[src/design/alr_pkg.sv]
// Shared types, constants and helper functions for the arc-length resampler.
package alr_pkg;

    localparam int COORD_W   = 24;
    localparam int IVL_W     = 23;
    localparam int DIST_W    = 25;
    localparam int KIND_W    = 2;
    localparam int NUM_KINDS = 4;
    localparam int KC_W      = 3;
    localparam int PROD_W    = 50;
    localparam int NUM_W     = 51;
    localparam int DEN_W     = 26;
    localparam int REM_W     = 29;
    localparam int ITERS     = 25;
    localparam int ITER_W    = 5;
    localparam int APB_AW    = 5;
    localparam int APB_DW    = 32;

    typedef logic [2:0] reg_idx_t;
    localparam reg_idx_t REG_KIND_COUNT = 3'd0;
    localparam reg_idx_t REG_INTERVAL_0 = 3'd1;
    localparam reg_idx_t REG_INTERVAL_1 = 3'd2;
    localparam reg_idx_t REG_INTERVAL_2 = 3'd3;
    localparam reg_idx_t REG_INTERVAL_3 = 3'd4;

    typedef enum logic [1:0] {
        OP_NONE,
        OP_MUL,
        OP_SQRT,
        OP_DIV
    } arith_op_t;

    typedef struct packed {
        logic      start;
        arith_op_t op;
    } arith_cmd_t;

    typedef struct packed {
        logic busy;
        logic done;
    } arith_stat_t;

    typedef struct packed {
        logic signed [COORD_W-1:0] x;
        logic signed [COORD_W-1:0] y;
        logic [KIND_W-1:0]         kind;
    } marker_t;

    typedef enum logic [4:0] {
        S_IDLE,
        S_START,
        S_SQX,
        S_SQY,
        S_SQRT,
        S_SQRT_W,
        S_ZCHK,
        S_CHECK,
        S_MULX,
        S_DIVX,
        S_DIVX_W,
        S_MULY,
        S_DIVY,
        S_DIVY_W,
        S_STEP,
        S_FINISH,
        S_DRAIN_RD,
        S_DRAIN_OUT
    } seq_state_t;

    // Next table entry, wrapping at the number of entries in use.
    function automatic logic [KIND_W-1:0] advance_kind(input logic [KIND_W-1:0] k,
                                                       input logic [KC_W-1:0] kc);
        logic [KC_W-1:0] used;
        logic [KC_W-1:0] nxt;
        if (kc == '0)
            used = KC_W'(1);
        else if (kc > KC_W'(NUM_KINDS))
            used = KC_W'(NUM_KINDS);
        else
            used = kc;
        nxt = {1'b0, k} + KC_W'(1);
        return (nxt >= used) ? '0 : nxt[KIND_W-1:0];
    endfunction

endpackage

[src/design/alr_regs.sv]
// APB configuration registers: kind count and the interval table.
module alr_regs (
    input  logic                                                 clk,
    input  logic                                                 rst_n,
    input  logic                                                 psel,
    input  logic                                                 penable,
    input  logic                                                 pwrite,
    input  logic [alr_pkg::APB_AW-1:0]                           paddr,
    input  logic [alr_pkg::APB_DW-1:0]                           pwdata,
    output logic [alr_pkg::APB_DW-1:0]                           prdata,
    output logic                                                 pready,
    output logic [alr_pkg::KC_W-1:0]                             kind_count,
    output logic [alr_pkg::NUM_KINDS-1:0][alr_pkg::IVL_W-1:0]    ivl
);

    logic [alr_pkg::KC_W-1:0]                          kc_reg;
    logic [alr_pkg::NUM_KINDS-1:0][alr_pkg::IVL_W-1:0] ivl_reg;
    alr_pkg::reg_idx_t                                 idx;
    logic                                              wr;

    assign idx    = paddr[alr_pkg::APB_AW-1:2];
    assign wr     = psel && penable && pwrite;
    assign pready = 1'b1;

    always_ff @(posedge clk or negedge rst_n)
    begin
        if (!rst_n)
        begin
            kc_reg  <= alr_pkg::KC_W'(1);
            ivl_reg <= '0;
        end
        else if (wr)
        begin
            case (idx)
                alr_pkg::REG_KIND_COUNT: kc_reg     <= pwdata[alr_pkg::KC_W-1:0];
                alr_pkg::REG_INTERVAL_0: ivl_reg[0] <= pwdata[alr_pkg::IVL_W-1:0];
                alr_pkg::REG_INTERVAL_1: ivl_reg[1] <= pwdata[alr_pkg::IVL_W-1:0];
                alr_pkg::REG_INTERVAL_2: ivl_reg[2] <= pwdata[alr_pkg::IVL_W-1:0];
                alr_pkg::REG_INTERVAL_3: ivl_reg[3] <= pwdata[alr_pkg::IVL_W-1:0];
                default: ;
            endcase
        end
    end

    always_comb
    begin
        case (idx)
            alr_pkg::REG_KIND_COUNT: prdata = alr_pkg::APB_DW'(kc_reg);
            alr_pkg::REG_INTERVAL_0: prdata = alr_pkg::APB_DW'(ivl_reg[0]);
            alr_pkg::REG_INTERVAL_1: prdata = alr_pkg::APB_DW'(ivl_reg[1]);
            alr_pkg::REG_INTERVAL_2: prdata = alr_pkg::APB_DW'(ivl_reg[2]);
            alr_pkg::REG_INTERVAL_3: prdata = alr_pkg::APB_DW'(ivl_reg[3]);
            default:                 prdata = '0;
        endcase
    end

    assign kind_count = kc_reg;
    assign ivl        = ivl_reg;

endmodule

[config.mk]
export PLATFORM = sky130hd
export DESIGN_NAME = alr_regs
export DESIGN_NICKNAME = d
export VERILOG_FILES = /design/src/design/alr_pkg.sv /design/src/design/alr_regs.sv
export SDC_FILE = /design/constraint.sdc
export NUM_CORES = 1
export LEC_CHECK = 0
export ABC_AREA = 1
export BUFFER_PORTS_ARGS = -buffer_cell sky130_fd_sc_hd__buf_2
export CAP_MARGIN = 10
export CELL_PAD_IN_SITES_DETAIL_PLACEMENT = 1
export CELL_PAD_IN_SITES_GLOBAL_PLACEMENT = 2
export CORE_MARGIN = 4
export CORE_UTILIZATION = 31
export CTS_BUF_LIST = sky130_fd_sc_hd__clkbuf_2
export DETAILED_ROUTE_END_ITERATION = 8
export PLACE_DENSITY = 0.95
export SYNTH_ARGS = -nofsm -noshare
export SYNTH_HDL_FRONTEND = slang
export SYNTH_SLANG_ARGS = --single-unit
[constraint.sdc]
create_clock -name clk -period 5.5 [get_ports clk]
set_clock_uncertainty 0.15 [all_clocks]
set_input_delay 1.65 -clock clk [delete_from_list [all_inputs] [get_ports clk]]
set_output_delay 1.65 -clock clk [all_outputs]
set_load 0.05 [all_outputs]
==> impl_metrics.csv <==
group,metric,value,unit
place,dp_hpwl,12100,um
cells_and_area,final_common_cell,"nand2_1",
detailed_routing,route.final.wire_length,18200,um
floorplanning,fp.dieArea,17100,um2
sta,tightest_slew,779,ps
power,netSwitchingFraction,0.500,
synth,synthesis.area,4680,um2
power,powerDensity,410,nW/um2
power,p_seq_frac,0.407,
worst_setup_path,worstSetupPathType,"in -> out",
run_status,status,"finished clean",
synth,synthDistinctLibCells,20,
cells_and_area,drive_gt1_frac,0.268,
detailed_routing,vias_per_cell,5.37,
synth,synthXorXnorAreaFrac,0,
worst_hold_path,holdPathStages,2,
synth,yosys.area_share.simple,0.320,
sta,finalCritPeriodShare,0.883,
worst_hold_path,hp-class,"reg -> reg",
cts,htreeDepth,3,
floorplanning,pin_count,170,
cts,numCtsBuffers,9,
synth,synth_warnings,0,
sta,finalCriticalPeriod,4850,ps
cells_and_area,multi_input_area,2020,um2
detailed_routing,wl_per_cell,20.3,um
power,power.combinational.fraction,0.416,
global_routing,antenna_found_initial,1,
cells_and_area,num-fill-cells,1843,
cells_and_area,largest_reg_flops,92,
worst_setup_path,crit_path_end_kind,"output pin",
synth,ys_seq_elements,95,
synth,synth_top_family_by_area,"simple AND/OR/NAND/NOR gates",
worst_setup_path,cp_data_required_time,3700,ps
global_routing,grt_usage,0.216,
power,power,2.31,mW
flow_run,drv_cap,0,
worst_setup_path,rr_worst_depth,2,
detailed_routing,drtPass1Iterations,4,
floorplanning,fp.dieH,131,um
worst_setup_path,critPathArrivalTime,3050,ps
power,clkPwrFrac,0.177,
detailed_routing,via_count,4798,
sta,max-slew-margin-rel,0.479,
power,power.leakage,3.03,nW
detailed_routing,antenna_left,0,
cts,tritoncts,"built",
synth,synth_fa_ha_area_frac,0,
sta,report.final.slew_viol_count,0,
cells_and_area,layout.nets,746,
synth,syn_inst,581,
global_routing,grt_pass1_vias,4996,
cts,holdBufCountCts,0,
cells_and_area,final_cell_mix,"nand2_1, buf_2, dfrtp_1",
floorplanning,rows,44,
floorplanning,core,14600,um2
worst_setup_path,rrSetupSlack,4570,ps
global_routing,grt_max_degree,77,
sta,fmax,0.206,GHz
cts,clockBufferDepth,2,
worst_setup_path,critPathLaunchType,"primary input",
sta,tns,0,ps
cts,cts_setup_buffers,0,
detailed_routing,drtIter0Drc,299,
floorplanning,die-width,131,um
sta,setup_viol_count_final,0,
power,p_int,1.15,mW
cts,cts_resized,0,
sta,final_hold_viol_count,0,
global_routing,grt_pass1_wl,28500,um
worst_setup_path,crit_path_max_fanout,14,
cts,clock-sinks,95,
synth,ys_seq_area_frac,0.509,
floorplanning,initial_core_util,0.319,
global_routing,grt_overflow,0,
synth,synth_compound_area_frac,0.102,
detailed_routing,remaining_drc_errors,0,
synth,synth.avg_cell_area,8.05,um2
synth,synth.area.mux_share,0,
cts,insertion_delay,600,ps
cts,path_clk_slew,260,ps
cts,cts_root_buffer,"clkbuf_2",
place,port_buffers,148,
power,ir_drop,0.154,mV
power,netSwitchingPower,1.15,mW
sta,rsz0062_at_grt,"false",
cells_and_area,seq_area,2380,um2
cells_and_area,area_growth,20.4,%
place,place_congestion,0.792,
## cells by family after synthesis
| family | Yosys count |
|---|---|
| AND/OR/NAND/NOR | 332 |
| AO/OA/AOI/OAI | 95 |
| flip-flops | 95 |
| buffers and inverters | 57 |
| other | 2 |
## path summary, 6_finish.rpt
kind,from,to
worst min-delay path,kind_count[0],kind_count[0]
worst max-delay path,paddr[4],prdata[6]
worst max register to register,kind_count[0],kind_count[0]
worst min register to register,kind_count[0],kind_count[0]
max in group asynchronous,rst_n,ivl[63]
min in group asynchronous,rst_n,ivl[68]
## cell usage after synthesis (all sizes together)
cell type,count,area (um2)
clkbuf,24,92.6
conb,2,7.51
inv,1,3.75
nand2,226,853
nand4,43,269
nor2,11,88.8
nand3,51,265
dfrtp,94,2350
o21ai,95,475
dfstp,1,26.3
nand3b,1,20.0
buf,32,221
## critical path: stages
cell and delay (ps):
buf_2 200, nor2_4 450, buf_4 260, nand3_1 90, nand4_1 130, buf_2 270
## metal layers
layer  global-route usage  vias up  wire (um)
met5                    0        -          0
met4               0.0641        0        288
met3               0.0451       25        983
met2                0.363      150       9210
met1                0.282     2448       7680
li1                     -     2175          -
## per-stage QoR
step	setup slack [ps]	hold WS [ps]	util	cell area (um2)	instances
after global placement	651	329	0.375	5490	877
after detailed placement	636	330	0.375	5490	877
after floorplan	857	442	-	4710	589
final	646	358	0.385	5630	894
after CTS	629	357	0.384	5630	893
after global routing	534	393	0.385	5630	894
## cell type report
cell class                 instances  share of cell area
sequential                        95               0.422
multi-input combinational        437               0.358
timing repair buffer             160               0.152
tap                              184              0.0409
clock inverter                     7              0.0171
clock buffer                       9             0.00800
inverter                           1            0.000667
antenna                            1            0.000444
## power groups by stage
stage	registers (mW)	clock network [mW]	logic [mW]
after global routing	0.958	0.448	1.02
after floorplan	1.38	0	0.247
after CTS	0.939	0.418	0.969
after global placement	0.943	0	0.949
final	0.939	0.408	0.959
after detailed placement	0.953	0	0.967
Note: power is estimated with default switching activity, not from simulation.
