===== src/design/alr_pkg.sv =====
// Shared types, constants and helper functions for the arc-length resampler.
package alr_pkg;

    localparam int COORD_W   = 24;
    localparam int IVL_W     = 23;
    localparam int DIST_W    = 25;
    localparam int KIND_W    = 2;
    localparam int NUM_KINDS = 4;
    localparam int KC_W      = 3;
    localparam int PROD_W    = 50;
    localparam int NUM_W     = 51;
    localparam int DEN_W     = 26;
    localparam int REM_W     = 29;
    localparam int ITERS     = 25;
    localparam int ITER_W    = 5;
    localparam int APB_AW    = 5;
    localparam int APB_DW    = 32;

    typedef logic [2:0] reg_idx_t;
    localparam reg_idx_t REG_KIND_COUNT = 3'd0;
    localparam reg_idx_t REG_INTERVAL_0 = 3'd1;
    localparam reg_idx_t REG_INTERVAL_1 = 3'd2;
    localparam reg_idx_t REG_INTERVAL_2 = 3'd3;
    localparam reg_idx_t REG_INTERVAL_3 = 3'd4;

    typedef enum logic [1:0] {
        OP_NONE,
        OP_MUL,
        OP_SQRT,
        OP_DIV
    } arith_op_t;

    typedef struct packed {
        logic      start;
        arith_op_t op;
    } arith_cmd_t;

    typedef struct packed {
        logic busy;
        logic done;
    } arith_stat_t;

    typedef struct packed {
        logic signed [COORD_W-1:0] x;
        logic signed [COORD_W-1:0] y;
        logic [KIND_W-1:0]         kind;
    } marker_t;

    typedef enum logic [4:0] {
        S_IDLE,
        S_START,
        S_SQX,
        S_SQY,
        S_SQRT,
        S_SQRT_W,
        S_ZCHK,
        S_CHECK,
        S_MULX,
        S_DIVX,
        S_DIVX_W,
        S_MULY,
        S_DIVY,
        S_DIVY_W,
        S_STEP,
        S_FINISH,
        S_DRAIN_RD,
        S_DRAIN_OUT
    } seq_state_t;

    // Next table entry, wrapping at the number of entries in use.
    function automatic logic [KIND_W-1:0] advance_kind(input logic [KIND_W-1:0] k,
                                                       input logic [KC_W-1:0] kc);
        logic [KC_W-1:0] used;
        logic [KC_W-1:0] nxt;
        if (kc == '0)
            used = KC_W'(1);
        else if (kc > KC_W'(NUM_KINDS))
            used = KC_W'(NUM_KINDS);
        else
            used = kc;
        nxt = {1'b0, k} + KC_W'(1);
        return (nxt >= used) ? '0 : nxt[KIND_W-1:0];
    endfunction

endpackage


===== src/design/alr_arith.sv =====
// Shared arithmetic unit: registered multiplier and a shift-subtract engine
// that runs either an integer square root or a restoring division.
module alr_arith (
    input  logic                          clk,
    input  logic                          rst_n,
    input  alr_pkg::arith_cmd_t           cmd,
    input  logic [alr_pkg::DIST_W-1:0]    mul_a,
    input  logic [alr_pkg::DIST_W-1:0]    mul_b,
    input  logic [alr_pkg::PROD_W-1:0]    rad,
    input  logic [alr_pkg::NUM_W-1:0]     num,
    input  logic [alr_pkg::DEN_W-1:0]     den,
    output alr_pkg::arith_stat_t          stat,
    output logic [alr_pkg::PROD_W-1:0]    prod,
    output logic [alr_pkg::DIST_W-1:0]    res
);

    alr_pkg::arith_op_t              op_reg;
    logic                            busy_reg;
    logic                            done_reg;
    logic [alr_pkg::ITER_W-1:0]      iter_reg;
    logic [alr_pkg::REM_W-1:0]       rem_reg;
    logic [alr_pkg::DIST_W-1:0]      q_reg;
    logic [alr_pkg::NUM_W-1:0]       src_reg;
    logic [alr_pkg::DEN_W-1:0]       den_reg;
    logic [alr_pkg::PROD_W-1:0]      prod_reg;

    logic [alr_pkg::REM_W-1:0]       shifted;
    logic [alr_pkg::REM_W-1:0]       trial;
    logic [alr_pkg::REM_W-1:0]       diff;
    logic                            ge;

    // Square root brings down two radicand bits per step, division one.
    always_comb
    begin
        if (op_reg == alr_pkg::OP_SQRT)
        begin
            shifted = {rem_reg[alr_pkg::REM_W-3:0], src_reg[alr_pkg::NUM_W-1 -: 2]};
            trial   = {2'b00, q_reg, 2'b01};
        end
        else
        begin
            shifted = {rem_reg[alr_pkg::REM_W-2:0], src_reg[alr_pkg::NUM_W-1]};
            trial   = {3'b000, den_reg};
        end
        ge   = (shifted >= trial);
        diff = shifted - trial;
    end

    always_ff @(posedge clk or negedge rst_n)
    begin
        if (!rst_n)
        begin
            op_reg   <= alr_pkg::OP_NONE;
            busy_reg <= 1'b0;
            done_reg <= 1'b0;
            iter_reg <= '0;
        end
        else
        begin
            done_reg <= 1'b0;
            if (cmd.start)
            begin
                op_reg <= cmd.op;
                case (cmd.op)
                    alr_pkg::OP_MUL:
                    begin
                        done_reg <= 1'b1;
                    end
                    alr_pkg::OP_SQRT, alr_pkg::OP_DIV:
                    begin
                        busy_reg <= 1'b1;
                        iter_reg <= alr_pkg::ITER_W'(alr_pkg::ITERS);
                    end
                    default: ;
                endcase
            end
            else if (busy_reg)
            begin
                iter_reg <= iter_reg - alr_pkg::ITER_W'(1);
                if (iter_reg == alr_pkg::ITER_W'(1))
                begin
                    busy_reg <= 1'b0;
                    done_reg <= 1'b1;
                end
            end
        end
    end

    always_ff @(posedge clk)
    begin
        if (cmd.start)
        begin
            case (cmd.op)
                alr_pkg::OP_MUL:
                begin
                    prod_reg <= mul_a * mul_b;
                end
                alr_pkg::OP_SQRT:
                begin
                    rem_reg <= '0;
                    q_reg   <= '0;
                    src_reg <= {rad, 1'b0};
                end
                alr_pkg::OP_DIV:
                begin
                    // The quotient fits in DIST_W bits, so the upper numerator
                    // bits are already below the divisor.
                    rem_reg <= alr_pkg::REM_W'(num[alr_pkg::NUM_W-1:alr_pkg::DIST_W]);
                    q_reg   <= '0;
                    src_reg <= {num[alr_pkg::DIST_W-1:0],
                                {(alr_pkg::NUM_W-alr_pkg::DIST_W){1'b0}}};
                    den_reg <= den;
                end
                default: ;
            endcase
        end
        else if (busy_reg)
        begin
            rem_reg <= ge ? diff : shifted;
            q_reg   <= {q_reg[alr_pkg::DIST_W-2:0], ge};
            if (op_reg == alr_pkg::OP_SQRT)
                src_reg <= {src_reg[alr_pkg::NUM_W-3:0], 2'b00};
            else
                src_reg <= {src_reg[alr_pkg::NUM_W-2:0], 1'b0};
        end
    end

    assign stat.busy = busy_reg;
    assign stat.done = done_reg;
    assign prod      = prod_reg;
    assign res       = q_reg;

endmodule


===== config.mk =====
export PLATFORM = sky130hd
export DESIGN_NAME = alr_arith
export DESIGN_NICKNAME = d
export VERILOG_FILES = /design/src/design/alr_pkg.sv /design/src/design/alr_arith.sv
export SDC_FILE = /design/constraint.sdc
export NUM_CORES = 2
export LEC_CHECK = 0
export BUFFER_PORTS_ARGS = -buffer_cell sky130_fd_sc_hd__buf_2
export CAP_MARGIN = 20
export CELL_PAD_IN_SITES_DETAIL_PLACEMENT = 0
export CELL_PAD_IN_SITES_GLOBAL_PLACEMENT = 1
export CORE_MARGIN = 2
export CORE_UTILIZATION = 49
export DETAILED_ROUTE_END_ITERATION = 10
export GPL_TIMING_DRIVEN = 0
export PLACE_DENSITY = 0.89
export REMOVE_ABC_BUFFERS = 1
export SYNTH_ARGS = -nofsm -noshare
export SYNTH_HDL_FRONTEND = slang
export SYNTH_SLANG_ARGS = --single-unit

===== constraint.sdc =====
create_clock -name clk -period 5.9 [get_ports clk]
set_input_delay 1.475 -clock clk [delete_from_list [all_inputs] [get_ports clk]]
set_output_delay 1.475 -clock clk [all_outputs]
set_load 0.05 [all_outputs]

==> impl_results.md <==
* CP Class: input pin to flip-flop
* Synth unique cells at 75
* Final Non-Filler Cells at 4249
* Initial antenna violation count at 11
* Starting Density at 49.3%
* RD Place Congestion at 0.885
* Number of flops mapped to enable cells by yosys at 179
* Min Clock Period, post-route at 7.47 ns
* Worst path required time at 6.20 ns
* Tot GR Track Use at 28.9%
* Die extent in x at 253 um
* Worst-path clk slew at 0.07 ns
* Vias in the first global route at 25275
* GRT Residual Overflow at 0
* Unrepaired setup endpoints after global routing: true
* Mapped Area at 30300 um^2
* Vias at 23906
* I/O pins at 259
* Final worst path period share at 127%
* H-tree depth at 4
* Final Util at 59.1%
* Port buffer count at 258
* HPWL Detailed at 58100 um
* HP Class: flip-flop to flip-flop
* Failing checks: negative setup slack
* Final Skew at 0.0202 ns
* Slack of the critical path at -1.57 ns
* Die area at 63800 um^2
* Yosys reg bits at 188
* Final #Nets at 4359
* Least-Margin Pin Slew at 0.976 ns
* Synth Area per Inst at 9.44 um^2
* Root Driver: clkbuf_16
* CTS buffer count at 17
* Final setup vio count at 37
* Async S/R FF share, synth at 4.79%
* Routed Antenna Nets at 0
* Status: finished with violations
* Max Cap Viol at 0
* Rel. slew slack at 35.0%
* Total length of routed wires at 90800 um
* Die H at 253 um
* Commonest non-fill, non-tap cells in the layout: inv_1 (563), nand2_1 (506), fa_1 (500), and2_1 (283), buf_2 (208)
* Vias per cell at 5.63
* DP Area at 32100 um^2
* Endpoints failing hold at 0
* Sink Count at 188
* Worst-Skew Late Latency at 0.46 ns
* Crit path DAT at 7.77 ns
* Max frequency at 134 MHz
* Wire per inst at 21.4 um
* Placed cell count at 4094
* Row Count at 91
* # fillers at 5011
* Fraction of layout cells with a size suffix above 1 at 19.4%
* Synthesized instance count at 3208
* CP startpoint kind: input pin
* CTS tree: yes
* Core Area at 61400 um^2
* Crit Path Max Fanout at 13
* CTS Buffer Depth at 2
* Main flop type after synthesis: edfxtp_1
* First-pass GRT wire length at 141000 um
* Most common cell after layout, fill and taps aside: inv_1
* TritonRoute pass-1 iters at 6
* DRC viols at 0
* Count of pins over their slew limit at 0
* Maximum number of pins on one net before global-route repair at 84
* YS warnings at 0
* Crit end category: flip-flop
* Synthesis-to-layout area growth at 19.9%
* Register area share after synthesis at 18.5%
* Fin area at 36300 um^2
* Iter 0 DRT Violations at 1744
final cells by class:
class	count	area (um^2)	area share, %
Clock buffer	19	433	1.19
Sequential cell	188	5600	15.4
Tap cell	790	988	2.72
Timing Repair Buffer	381	3930	10.8
Antenna cell	10	25.0	0.0689
Multi-Input combinational cell	2251	23000	63.3
Clock inverter	13	115	0.317
Inverter	597	2240	6.18
through the flow:
step / TNS (ns) / setup WS [ns] / hold WS, ns
after floorplan: -122.32 / -2.84 / 0.465
after global routing: -47.03 / -1.73 / 0.546
after CTS: -38.08 / -1.48 / 0.513
final: -43.06 / -1.57 / 0.514
after global placement: -599.64 / -7.04 / 0.504
after detailed placement: -88.77 / -3.05 / 0.504
worst max-delay path, cell delays in order:
cell	delay, ns
buf_16	0.13
and2_4	0.15
fa_1	0.52
fa_1	0.56
inv_2	0.04
fa_1	0.47
inv_1	0.05
fa_1	0.48
inv_1	0.05
fa_1	0.48
inv_1	0.05
fa_1	0.52
inv_2	0.05
fa_2	0.53
inv_2	0.05
ha_4	0.16
a21o_1	0.21
a31oi_2	0.18
o21ai_2	0.09
a31o_2	0.26
a31oi_4	0.29
o21ai_4	0.13
a221o_1	0.41
a221o_1	0.35
o211ai_2	0.06
per-layer routing:
| metal | global-route usage [%] | up-vias | wire [um] |
|---|---|---|---|
| met1 | 37.1 | 12165 | 35300 |
| met5 | 0 | - | 0 |
| met3 | 6.66 | 252 | 8090 |
| li1 | - | 10453 | - |
| met2 | 47.7 | 1036 | 44000 |
| met4 | 10.9 | 0 | 3530 |
logic make-up after synthesis:
group / count (synthesis) / share of synthesized area (%)
AO/OA/AOI/OAI: 360 / 7.81
XOR/XNOR: 69 / 2.00
adder cells (fa/ha/maj): 741 / 43.7
buffers and inverters: 769 / 9.71
flip-flops: 188 / 18.5
multiplexers: 64 / 2.12
AND/OR/NAND/NOR: 1017 / 16.2
path summary, 6_finish.rpt:
kind | startpoint | to | slack [ns] | cells past startpoint
worst max-delay path | mul_b[3] | prod[49] | -1.57 | 25
worst min-delay path | iter_reg[3] | iter_reg[3] | 0.51 | 1
worst max register to register | op_reg[1] | rem_reg[26] | 1.28 | 14
worst min register to register | iter_reg[3] | iter_reg[3] | 0.51 | 1
max in group asynchronous | rst_n | iter_reg[3] | 4.84 | 1
min in group asynchronous | rst_n | done_reg | 0.86 | 1
synth_stat cells, types with 10 or more instances:
| cell type | count | area, um^2 |
|---|---|---|
| and2_1 | 322 | 2010 |
| nand4_1 | 12 | 75.1 |
| edfxtp_1 | 179 | 5380 |
| fa_1 | 527 | 10600 |
| a211oi_1 | 10 | 75.1 |
| nor2_1 | 59 | 221 |
| mux2i_1 | 62 | 621 |
| a21oi_1 | 101 | 505 |
| a21o_1 | 40 | 300 |
| a221o_1 | 28 | 280 |
| clkbuf_1 | 148 | 556 |
| xor2_1 | 25 | 219 |
| nor2b_1 | 35 | 219 |
| nand3_1 | 14 | 70.1 |
| ha_1 | 214 | 2680 |
| xnor2_1 | 44 | 385 |
| a31oi_1 | 12 | 75.1 |
| o21a_1 | 17 | 128 |
| inv_1 | 596 | 2240 |
| o21bai_1 | 10 | 75.1 |
| o21ai_0 | 82 | 410 |
| nand2_1 | 527 | 1980 |
| nor3_1 | 10 | 50.1 |
repair_timing:
action                                  CTS  global route
hold buffers                              0             0
buffers inserted                         73            26
endpoints found under the setup margin   39            40
gates cloned                             24             2
pin swaps                               160            95
resized for setup                       447           117
Power is left out: the tool's default activity adds up to more than one toggle a clock period on the data nets, which glitch-free logic cannot reach.
